## config.mk

```make
export PLATFORM = sky130hd
export DESIGN_NAME = hsb_to_rgb_color_convert
export DESIGN_NICKNAME = d
export VERILOG_FILES = /design/src/hw/rtl/hsbrgb_pkg.sv /design/src/hw/rtl/hsb_to_rgb_color_convert.sv
export SDC_FILE = /design/constraint.sdc
export NUM_CORES = 2
export LEC_CHECK = 0
export ABC_AREA = 1
export BUFFER_PORTS_ARGS = -buffer_cell sky130_fd_sc_hd__buf_2
export CORE_UTILIZATION = 40
export DETAILED_ROUTE_END_ITERATION = 10
export HOLD_SLACK_MARGIN = 0.06
export PLACE_DENSITY = 0.54
export SLEW_MARGIN = 10
export SYNTH_ARGS = -nofsm -noshare
export SYNTH_HDL_FRONTEND = slang
export SYNTH_SLANG_ARGS = --single-unit
```

## constraint.sdc

```tcl
create_clock -name i_clk -period 9.4 [get_ports i_clk]
set_clock_uncertainty 0.15 [all_clocks]
set_input_delay 0 -clock i_clk [delete_from_list [all_inputs] [get_ports i_clk]]
set_output_delay 0 -clock i_clk [all_outputs]
set_load 0.01 [all_outputs]
```

## src/hw/rtl/hsbrgb_pkg.sv

```systemverilog
`timescale 1ns / 1ps
`default_nettype none

package hsbrgb_pkg;

    // Fraction bits of the Q-format inputs
    localparam int FRAC_BITS_DEF = 12;

    // Input field and output channel widths
    localparam int IN_W  = 16;
    localparam int CH_W  = 8;

    // Stream data widths, padded to whole bytes
    localparam int S_TDATA_W = 48;
    localparam int M_TDATA_W = 32;

    // Alpha is always fully opaque
    localparam logic [CH_W-1:0] ALPHA_OPAQUE = 8'hFF;

    // Number of color channels derived from the hue ramp
    localparam int NUM_CH = 3;

    // Hue ramp segments
    typedef enum logic [1:0] {
        SEG_RISE = 2'd0,
        SEG_HIGH = 2'd1,
        SEG_FALL = 2'd2,
        SEG_LOW  = 2'd3
    } t_seg;

endpackage

`default_nettype wire

```

## src/hw/rtl/hsb_to_rgb_color_convert.sv

```systemverilog
`timescale 1ns / 1ps
`default_nettype none

// HSB to RGB pixel converter. Hue, saturation and brightness arrive as unsigned
// fixed-point numbers with FRAC_BITS fraction bits (1.0 = 1 << FRAC_BITS) and are
// first clamped to 1.0; a hue of 1.0 means a full turn. The pixel is formed the
// HSB -> RGB way in closed form: the top channel value is the brightness,
// the bottom one is brightness * (1 - saturation), and each of red, green and
// blue reads a piecewise hue ramp at the hue shifted by +1/3, 0 and -1/3 of a
// turn. Channels are scaled by 255 and truncated; zero brightness gives black,
// zero saturation gives grey, and alpha is always 255. The block is a four-stage
// pipeline (clamp and bottom-value multiply, hue wrap and segment select, ramp
// multiply, scale by 255), and one pixel can enter in every cycle unless every
// stage is full and the output is stalled. Each stage holds its data while the
// stage after it is full and stalled, so gaps close up and the input side keeps
// accepting while a finished pixel waits at the output.
module hsb_to_rgb_color_convert #(
    parameter int FRAC_BITS = hsbrgb_pkg::FRAC_BITS_DEF
) (
    input  wire                               i_clk,
    input  wire                               i_rst_n,
    // slave side: [15:0] hue_in, [31:16] sat_in, [47:32] bri_in
    input  wire                               s_axis_tvalid,
    output logic                              s_axis_tready,
    input  wire  [hsbrgb_pkg::S_TDATA_W-1:0]  s_axis_tdata,
    // master side: [7:0] red_out, [15:8] green_out, [23:16] blue_out,
    // [31:24] alpha_out
    output logic                              m_axis_tvalid,
    input  wire                               m_axis_tready,
    output logic [hsbrgb_pkg::M_TDATA_W-1:0]  m_axis_tdata
);

    localparam int IW   = hsbrgb_pkg::IN_W;
    localparam int CW   = hsbrgb_pkg::CH_W;
    localparam int NCH  = hsbrgb_pkg::NUM_CH;
    // value range 0..1.0
    localparam int VW   = FRAC_BITS + 1;
    // compare width for clamping
    localparam int KW   = (VW > IW) ? VW : IW;
    // hue times six, 0..6.0
    localparam int HW   = FRAC_BITS + 3;
    // signed shifted hue, -2.0..8.0
    localparam int SW   = FRAC_BITS + 5;
    localparam int NSTG = 4;

    localparam logic [KW-1:0]        ONE_K  = KW'(1) << FRAC_BITS;
    localparam logic [VW-1:0]        ONE_V  = VW'(1) << FRAC_BITS;
    localparam logic signed [SW-1:0] ONE_S  = SW'(1) << FRAC_BITS;
    localparam logic signed [SW-1:0] THIRD  = SW'(ONE_S * 2);
    localparam logic signed [SW-1:0] TURN   = SW'(ONE_S * 6);
    localparam logic signed [SW-1:0] T_HIGH = SW'(ONE_S * 3);
    localparam logic signed [SW-1:0] T_FALL = SW'(ONE_S * 4);

    // clamp one input field to 1.0
    function automatic logic [VW-1:0] clamp_one(input logic [IW-1:0] x);
        logic [KW-1:0] xe;
        xe = KW'(x);
        return (xe > ONE_K) ? ONE_V : VW'(xe);
    endfunction

    // handshake chain
    logic [NSTG-1:0] r_vld;
    logic [NSTG-1:0] w_rdy;

    always_comb begin
        w_rdy[NSTG-1] = ~r_vld[NSTG-1] | m_axis_tready;
        for (int k = NSTG - 2; k >= 0; k--) begin
            w_rdy[k] = ~r_vld[k] | w_rdy[k+1];
        end
    end

    assign s_axis_tready = w_rdy[0];

    always_ff @(posedge i_clk) begin
        if (!i_rst_n) begin
            r_vld <= '0;
        end else begin
            if (w_rdy[0]) begin
                r_vld[0] <= s_axis_tvalid;
            end
            for (int k = 1; k < NSTG; k++) begin
                if (w_rdy[k]) begin
                    r_vld[k] <= r_vld[k-1];
                end
            end
        end
    end

    // ---------------- stage 0: clamp, hue * 6, bottom value ----------------
    logic [VW-1:0]   w_h, w_s, w_b;
    logic [2*VW-1:0] w_mn_prod;
    logic [HW-1:0]   n_h6;
    logic [VW-1:0]   n_mn;
    logic [HW-1:0]   r_s0_h6;
    logic [VW-1:0]   r_s0_mx, r_s0_mn;

    always_comb begin
        w_h       = clamp_one(s_axis_tdata[IW-1:0]);
        w_s       = clamp_one(s_axis_tdata[2*IW-1:IW]);
        w_b       = clamp_one(s_axis_tdata[3*IW-1:2*IW]);
        n_h6      = (HW'(w_h) << 2) + (HW'(w_h) << 1);
        w_mn_prod = (2*VW)'(w_b) * (2*VW)'(ONE_V - w_s);
        n_mn      = VW'(w_mn_prod >> FRAC_BITS);
    end

    always_ff @(posedge i_clk) begin
        if (w_rdy[0]) begin
            r_s0_h6 <= n_h6;
            r_s0_mx <= w_b;
            r_s0_mn <= n_mn;
        end
    end

    // ---------------- stage 1: shift and wrap hue, pick segment ----------------
    hsbrgb_pkg::t_seg n_seg [NCH];
    logic [VW-1:0]    n_fac [NCH];
    hsbrgb_pkg::t_seg r_s1_seg[NCH];
    logic [VW-1:0]    r_s1_fac[NCH];
    logic [VW-1:0]    r_s1_delta, r_s1_mx, r_s1_mn;

    always_comb begin
        logic signed [SW-1:0] t;
        logic signed [SW-1:0] off;
        t   = '0;
        off = '0;
        for (int c = 0; c < NCH; c++) begin
            // red leads by a third of a turn, blue trails by one
            case (c)
                0:       off = THIRD;
                2:       off = -THIRD;
                default: off = '0;
            endcase
            t = $signed(SW'(r_s0_h6)) + off;
            if (t < 0) begin
                t = t + TURN;
            end
            if (t > TURN) begin
                t = t - TURN;
            end
            if (t < ONE_S) begin
                n_seg[c] = hsbrgb_pkg::SEG_RISE;
                n_fac[c] = VW'(t);
            end else if (t < T_HIGH) begin
                n_seg[c] = hsbrgb_pkg::SEG_HIGH;
                n_fac[c] = '0;
            end else if (t < T_FALL) begin
                n_seg[c] = hsbrgb_pkg::SEG_FALL;
                n_fac[c] = VW'(T_FALL - t);
            end else begin
                n_seg[c] = hsbrgb_pkg::SEG_LOW;
                n_fac[c] = '0;
            end
        end
    end

    always_ff @(posedge i_clk) begin
        if (w_rdy[1]) begin
            r_s1_seg   <= n_seg;
            r_s1_fac   <= n_fac;
            r_s1_delta <= r_s0_mx - r_s0_mn;
            r_s1_mx    <= r_s0_mx;
            r_s1_mn    <= r_s0_mn;
        end
    end

    // ---------------- stage 2: ramp multiply ----------------
    logic [VW-1:0] n_v [NCH];
    logic [VW-1:0] r_s2_v[NCH];

    always_comb begin
        logic [2*VW-1:0] prod;
        prod = '0;
        for (int c = 0; c < NCH; c++) begin
            prod = (2*VW)'(r_s1_delta) * (2*VW)'(r_s1_fac[c]);
            case (r_s1_seg[c])
                hsbrgb_pkg::SEG_RISE,
                hsbrgb_pkg::SEG_FALL: n_v[c] = r_s1_mn + VW'(prod >> FRAC_BITS);
                hsbrgb_pkg::SEG_HIGH: n_v[c] = r_s1_mx;
                default:              n_v[c] = r_s1_mn;
            endcase
        end
    end

    always_ff @(posedge i_clk) begin
        if (w_rdy[2]) begin
            r_s2_v <= n_v;
        end
    end

    // ---------------- stage 3: scale by 255, truncate ----------------
    logic [CW-1:0] n_ch [NCH];
    logic [CW-1:0] r_s3_ch[NCH];

    always_comb begin
        logic [VW+CW-1:0] sc;
        sc = '0;
        for (int c = 0; c < NCH; c++) begin
            sc      = ((VW+CW)'(r_s2_v[c]) << CW) - (VW+CW)'(r_s2_v[c]);
            n_ch[c] = CW'(sc >> FRAC_BITS);
        end
    end

    always_ff @(posedge i_clk) begin
        if (w_rdy[3]) begin
            r_s3_ch <= n_ch;
        end
    end

    assign m_axis_tvalid = r_vld[NSTG-1];
    assign m_axis_tdata  = {hsbrgb_pkg::ALPHA_OPAQUE, r_s3_ch[2], r_s3_ch[1], r_s3_ch[0]};

    // ---------------- checks ----------------
    // hold a stalled result in the last stage
    a_hold_out: assert property (@(posedge i_clk) disable iff (!i_rst_n)
        (r_vld[NSTG-1] && !m_axis_tready) |=> r_vld[NSTG-1])
        else $error("result dropped while stalled");

    // input may stall only when every stage is full
    a_full_stall: assert property (@(posedge i_clk) disable iff (!i_rst_n)
        !s_axis_tready |-> (&r_vld))
        else $error("input stalled with a free stage");

    // ramp factors never exceed 1.0
    a_fac_range: assert property (@(posedge i_clk) disable iff (!i_rst_n)
        r_vld[1] |-> (r_s1_fac[0] <= ONE_V && r_s1_fac[1] <= ONE_V && r_s1_fac[2] <= ONE_V))
        else $error("ramp factor out of range");

    // channel values stay within 0..1.0
    a_v_range: assert property (@(posedge i_clk) disable iff (!i_rst_n)
        r_vld[2] |-> (r_s2_v[0] <= ONE_V && r_s2_v[1] <= ONE_V && r_s2_v[2] <= ONE_V))
        else $error("channel value out of range");

endmodule

`default_nettype wire
```

* After elaboration in Yosys (flattened, before gate mapping)
Index checks and enable logic that the tools add are counted.
Storage, ports and cells: input port bits 52, logic and storage cells 117, flip-flop bits (word level) 192, memory bits (writable) 0, memories 0, bits in read-only memories 0, latch bits 0, output and inout bits 34
Operators by class: magnitude comparators 18, shifts and indexed selects 0, add/sub/neg operators 20, equal/unequal tests 6, mux-type cells 27, bitwise operators 8, reductions and logical operators 9, div/mod/pow operators 0, $mul 4
Operators by type and width (number):
- 13-bit 2-to-1 mux | 12
- 17-bit 2-to-1 mux | 5
- 13-bit one-hot mux with 2 select lines | 3
- 13-bit by 13-bit multiplier with 25-bit output | 3
- 20-bit by 13-bit subtractor with 20-bit output | 3
- 17-bit by 16-bit > comparator with 1-bit output (second input constant) | 3
- 17-bit by 14-bit less-than comparator with 1-bit output (second input constant) | 3
- 17-bit by 15-bit less-than comparator with 1-bit output (second input constant) | 3
- 17-bit by 16-bit less-than comparator with 1-bit output (second input constant) | 3
- 17-bit by 16-bit subtractor with 17-bit output (second input constant) | 3
- 16-bit by 13-bit > comparator with 1-bit output (second input constant) | 3
- 13-bit adder | 3
- 1-bit by 13-bit subtractor with 13-bit output (first input constant) | 3
- 14-bit by 14-bit multiplier with 25-bit output | 1
- 16-bit by 14-bit adder with 17-bit output (second input constant) | 1
- 16-bit by 15-bit adder with 17-bit output (second input constant) | 1
- 17-bit by 16-bit adder with 17-bit output (second input constant) | 1
- 17-bit by 1-bit less-than comparator with 1-bit output (second input constant) | 1
- 15-bit by 14-bit adder with 16-bit output (second input constant) | 1
- 15-bit by 15-bit adder with 16-bit output (second input constant) | 1
- 16-bit by 1-bit less-than comparator with 1-bit output (second input constant) | 1
- 16-bit 2-to-1 mux | 1
- 15-bit by 14-bit adder with 15-bit output | 1
- 15-bit by 1-bit less-than comparator with 1-bit output (second input constant) | 1
- 9 further kinds | 31

* Longest topological paths before layout
word-level depth 9, gate-level depth with buffers 37, depth with buffers taken out 36

* Worst setup path after synthesis
OpenSTA, ideal clock, no wires.
path type reg2reg, start point register r_s1_delta[7], end point register r_s2_v[10] (netlist name), data pin, clock period less this slack 6.565 ns, arrival time 6.156 ns, cell stages (with the launch flop) 31, setup slack 2.835 ns, data required time 8.991 ns, cell sequence edfxtp_1 > clkbuf_1 > clkbuf_1 > nand2_1 > fa_1 > inv_1 > fa_1 > inv_1 > fa_1 > fa_1 > inv_1 > fa_1 > ha_1 > nand4_1 > o21ai_0 > nand2_1 > nand2_1 > xor2_1 > inv_1 > fa_1 > inv_1 > a21oi_1 > o21ai_0 > nand2_1 > nand2_1 > nand2_1 > nand2_1 > a21oi_1 > or2_2 > nand3_1 > nand3_1
RTL lines:
- start: declaration | RTL line hsb_to_rgb_color_convert.sv:119 | logic [VW-1:0] r_s1_delta, r_s1_mx, r_s1_mn;
- start signal: assignment | RTL line hsb_to_rgb_color_convert.sv:160 | r_s1_delta <= r_s0_mx - r_s0_mn;
- end signal: assignment | RTL line hsb_to_rgb_color_convert.sv:186 | r_s2_v <= n_v;
- end: declaration | RTL line hsb_to_rgb_color_convert.sv:168 | logic [VW-1:0] r_s2_v[NCH];

==> results_dict.tcl <==
set metrics [dict create \
    status "complete, no violations" \
    synth_top_family_by_area "adder cells" \
    muxShareOfSynthArea 0 \
    start_kind "flip-flop" \
    final_nets 4793 \
    rr_startpoint "r_s1_delta[6]$_DFFE_PP_" \
    cp_slowest_cell "edfxtp_1" \
    utilization 0.432 \
    powerDensity_nw_per_um2 162 \
    register_area_um2 5610 \
    worstPathMaxFanout 19 \
    ys_warn_count 0 \
    cts-buffers-inserted 17 \
    cts_root_buf "clkbuf_16" \
    crit_family "adder cells" \
    ant_nets 0 \
    start_util 0.404 \
    maxSlewViolCount 0 \
    cts.clk_slew.worst_paths_ns 0.08 \
    synthXorXnorAreaFrac 0.0320 \
    grt_pass1_wl_um 132000 \
    rows 103 \
    slew_headroom 0.314 \
    crit_start "r_s1_delta[6]$_DFFE_PP_" \
    routedWlPerCell_um 16.8 \
    drt-initial-drc-count 1552 \
    die_x_um 285 \
    path_buf_inv 7 \
    setup_violations 0 \
    setup_tns_ns 0 \
    rsz0062_at_grt "false" \
    ff2ff_path_depth 30 \
    cts_tree "built" \
    vias 24300 \
    fill_cells 8071 \
    multi_input_area_um2 22300 \
    io_buffers 77 \
    hold_viol_final 0 \
    drive_above_1_share 0.0449 \
    fin_crit_ns 7.72 \
    fin_ws_ns 1.68 \
    cp.arrival_ns 7.80 \
    place_congestion 0.888 \
    avgSynthCellArea_um2 8.24 \
    endpoint_kind "flip-flop" \
    maxCapViolCount 0 \
    min_period_over_period 0.821 \
    synth.distinct_cells 57 \
    regToRegSetupSlack_ns 1.68 \
    leakagePower_nw 18.3 \
    critPathRequiredTime_ns 9.48 \
    htree_levels 4 \
    core_region_area_um2 79100 \
    setup.worst_path.class "flip-flop to flip-flop" \
    synthAdderAreaFrac 0.432 \
    antenna_found_initial 1 \
    hold_depth 4 \
    worst_slew_pin_slew_ns 1.03 \
    synth-seq-cells 188 \
    clock-sinks 188 \
    postCtsSetupRepairBufs 0 \
    hp-start "s_axis_tdata[2]" \
    die_h_um 285 \
    gr-total-overflow 0 \
    cts_resized 0 \
    pin_count 86 \
    synth_top_flop_cell "edfxtp_1" \
    clk_path_buf_depth 2 \
    drcViolationCount 0 \
    areaGrowthSynthToFinish_pct 6.70 \
    synthCells 3884 \
    dieArea_um2 81100 \
    pre_cts_ws_ns 1.66 \
    grt_max_degree 76 \
    final_cell_mix "inv_1, nand2_1, fa_1" \
    hp-class "input port to flip-flop" \
    yosys.area_share.simple 0.160 \
    grt_use_total 0.209 \
    synthesis.area_um2 32000 \
    ys_async_sr_fraction 0 \
    routed_wl_um 83400 \
    synth_edf_count 184 \
    hold_ws_ns 0.0948 \
    ir_worst_vdd_mv 0.168 \
    first_pass_iters 5 \
    critical-path-max-stage-delay_ns 0.88 \
    max_freq_ghz 0.129 \
    dp_hpwl_um 70000 \
    via_per_inst 4.89 \
    cp.depth 30 \
    clock_latency_ns 0.48 \
    final_common_cell "inv_1" \
    synth_compound_area_frac 0.0701 \
    grt_pass1_vias 24500 \
    yosysSeqAreaShare 0.175 \
    num_antenna_cells 0 \
]
[worst paths after layout]
kind / endpoint
setup / recovery: r_s2_v[23]$_DFFE_PP_
hold / removal: r_s0_h6[3]$_DFFE_PP_
setup reg to reg: r_s2_v[23]$_DFFE_PP_
hold reg to reg: r_vld[2]$_SDFFE_PN0P_
[final cells by class]
| type | count | share of cell area |
|---|---|---|
| multi-input combinational | 2616 | 0.653 |
| sequential | 188 | 0.164 |
| inverter | 980 | 0.108 |
| tap | 1050 | 0.0385 |
| timing repair buffer | 108 | 0.0189 |
| clock buffer | 17 | 0.0125 |
| clock inverter | 15 | 0.00564 |
[metal layers]
| metal | part of all wire | up-vias | GRT usage |
|---|---|---|---|
| met5 | 0 | - | 0 |
| met4 | 0.017 | 0 | 0.0464 |
| met1 | 0.45 | 11800 | 0.283 |
| li1 | - | 11900 | - |
| met2 | 0.49 | 563 | 0.359 |
| met3 | 0.049 | 71 | 0.0205 |
[registers in the layout, indices dropped and copies added (netlist names)]
register      flops
r_s1_mn          13
r_vld             4
m_axis_tdata     24
r_s0_h6          14
r_s1_fac         36
r_s1_seg          6
r_s2_v           39
r_s0_mx          13
r_s0_mn          13
r_s1_mx          13
r_s1_delta       13
[power breakdown]
group          switching (mW)  total (mW)  internal, mW
combinational            2.05        3.22          1.17
sequential              0.326        1.55          1.22
clock                   0.387       0.749         0.363
[worst min-delay path, stage by stage]
cell and delay [ns]:
buf_2 0.07, inv_1 0.04, nor2_1 0.27, fa_1 0.22
[cell families (layout without fill, tap and decap cells)]
group,after synthesis,after routing
xor+xnor,117,117
simple gates,1271,1271
compound gates,378,378
buf+inv,1098,1120
fa+ha+maj,830,830
flops,188,188
other cells,2,20
[synth_stat cells, drive strengths merged (7+ instances only)]
cell / n / share of area
a21boi: 8 / 0.0019
a21o: 8 / 0.0019
a21oi: 161 / 0.025
a31oi: 7 / 0.0014
buf: 31 / 0.0056
clkbuf: 87 / 0.010
clkinv: 11 / 0.0013
edfxtp: 184 / 0.17
fa: 458 / 0.29
ha: 372 / 0.15
inv: 969 / 0.11
nand2: 896 / 0.11
nand3: 73 / 0.011
nand4: 14 / 0.0027
nor2: 239 / 0.030
nor3: 23 / 0.0038
nor4: 8 / 0.0018
o2111ai: 8 / 0.0022
o211ai: 7 / 0.0016
o21a: 7 / 0.0016
o21ai: 85 / 0.013
o21bai: 11 / 0.0026
o221ai: 27 / 0.0074
o22ai: 27 / 0.0053
o31ai: 16 / 0.0038
or2: 10 / 0.0020
xnor2: 36 / 0.0099
xor2: 81 / 0.022
[metrics by stage]
stage	power, mW	cells	cell area (um^2)
detailed placement	4.80	4931	33400
CTS	5.58	4974	34100
floorplan	3.75	3902	32100
global placement	4.79	4931	33400
global route	6.03	4974	34100
finish	5.52	4974	34100
[timing repair]
| action | 4_1_cts | 5_1_grt |
|---|---|---|
| hold buffers | 11 | 0 |
| hold endpoints to repair | 10 | 0 |
| endpoints found under the setup margin | 0 | 0 |
No activity file was read; power rests on OpenSTA's default activity.
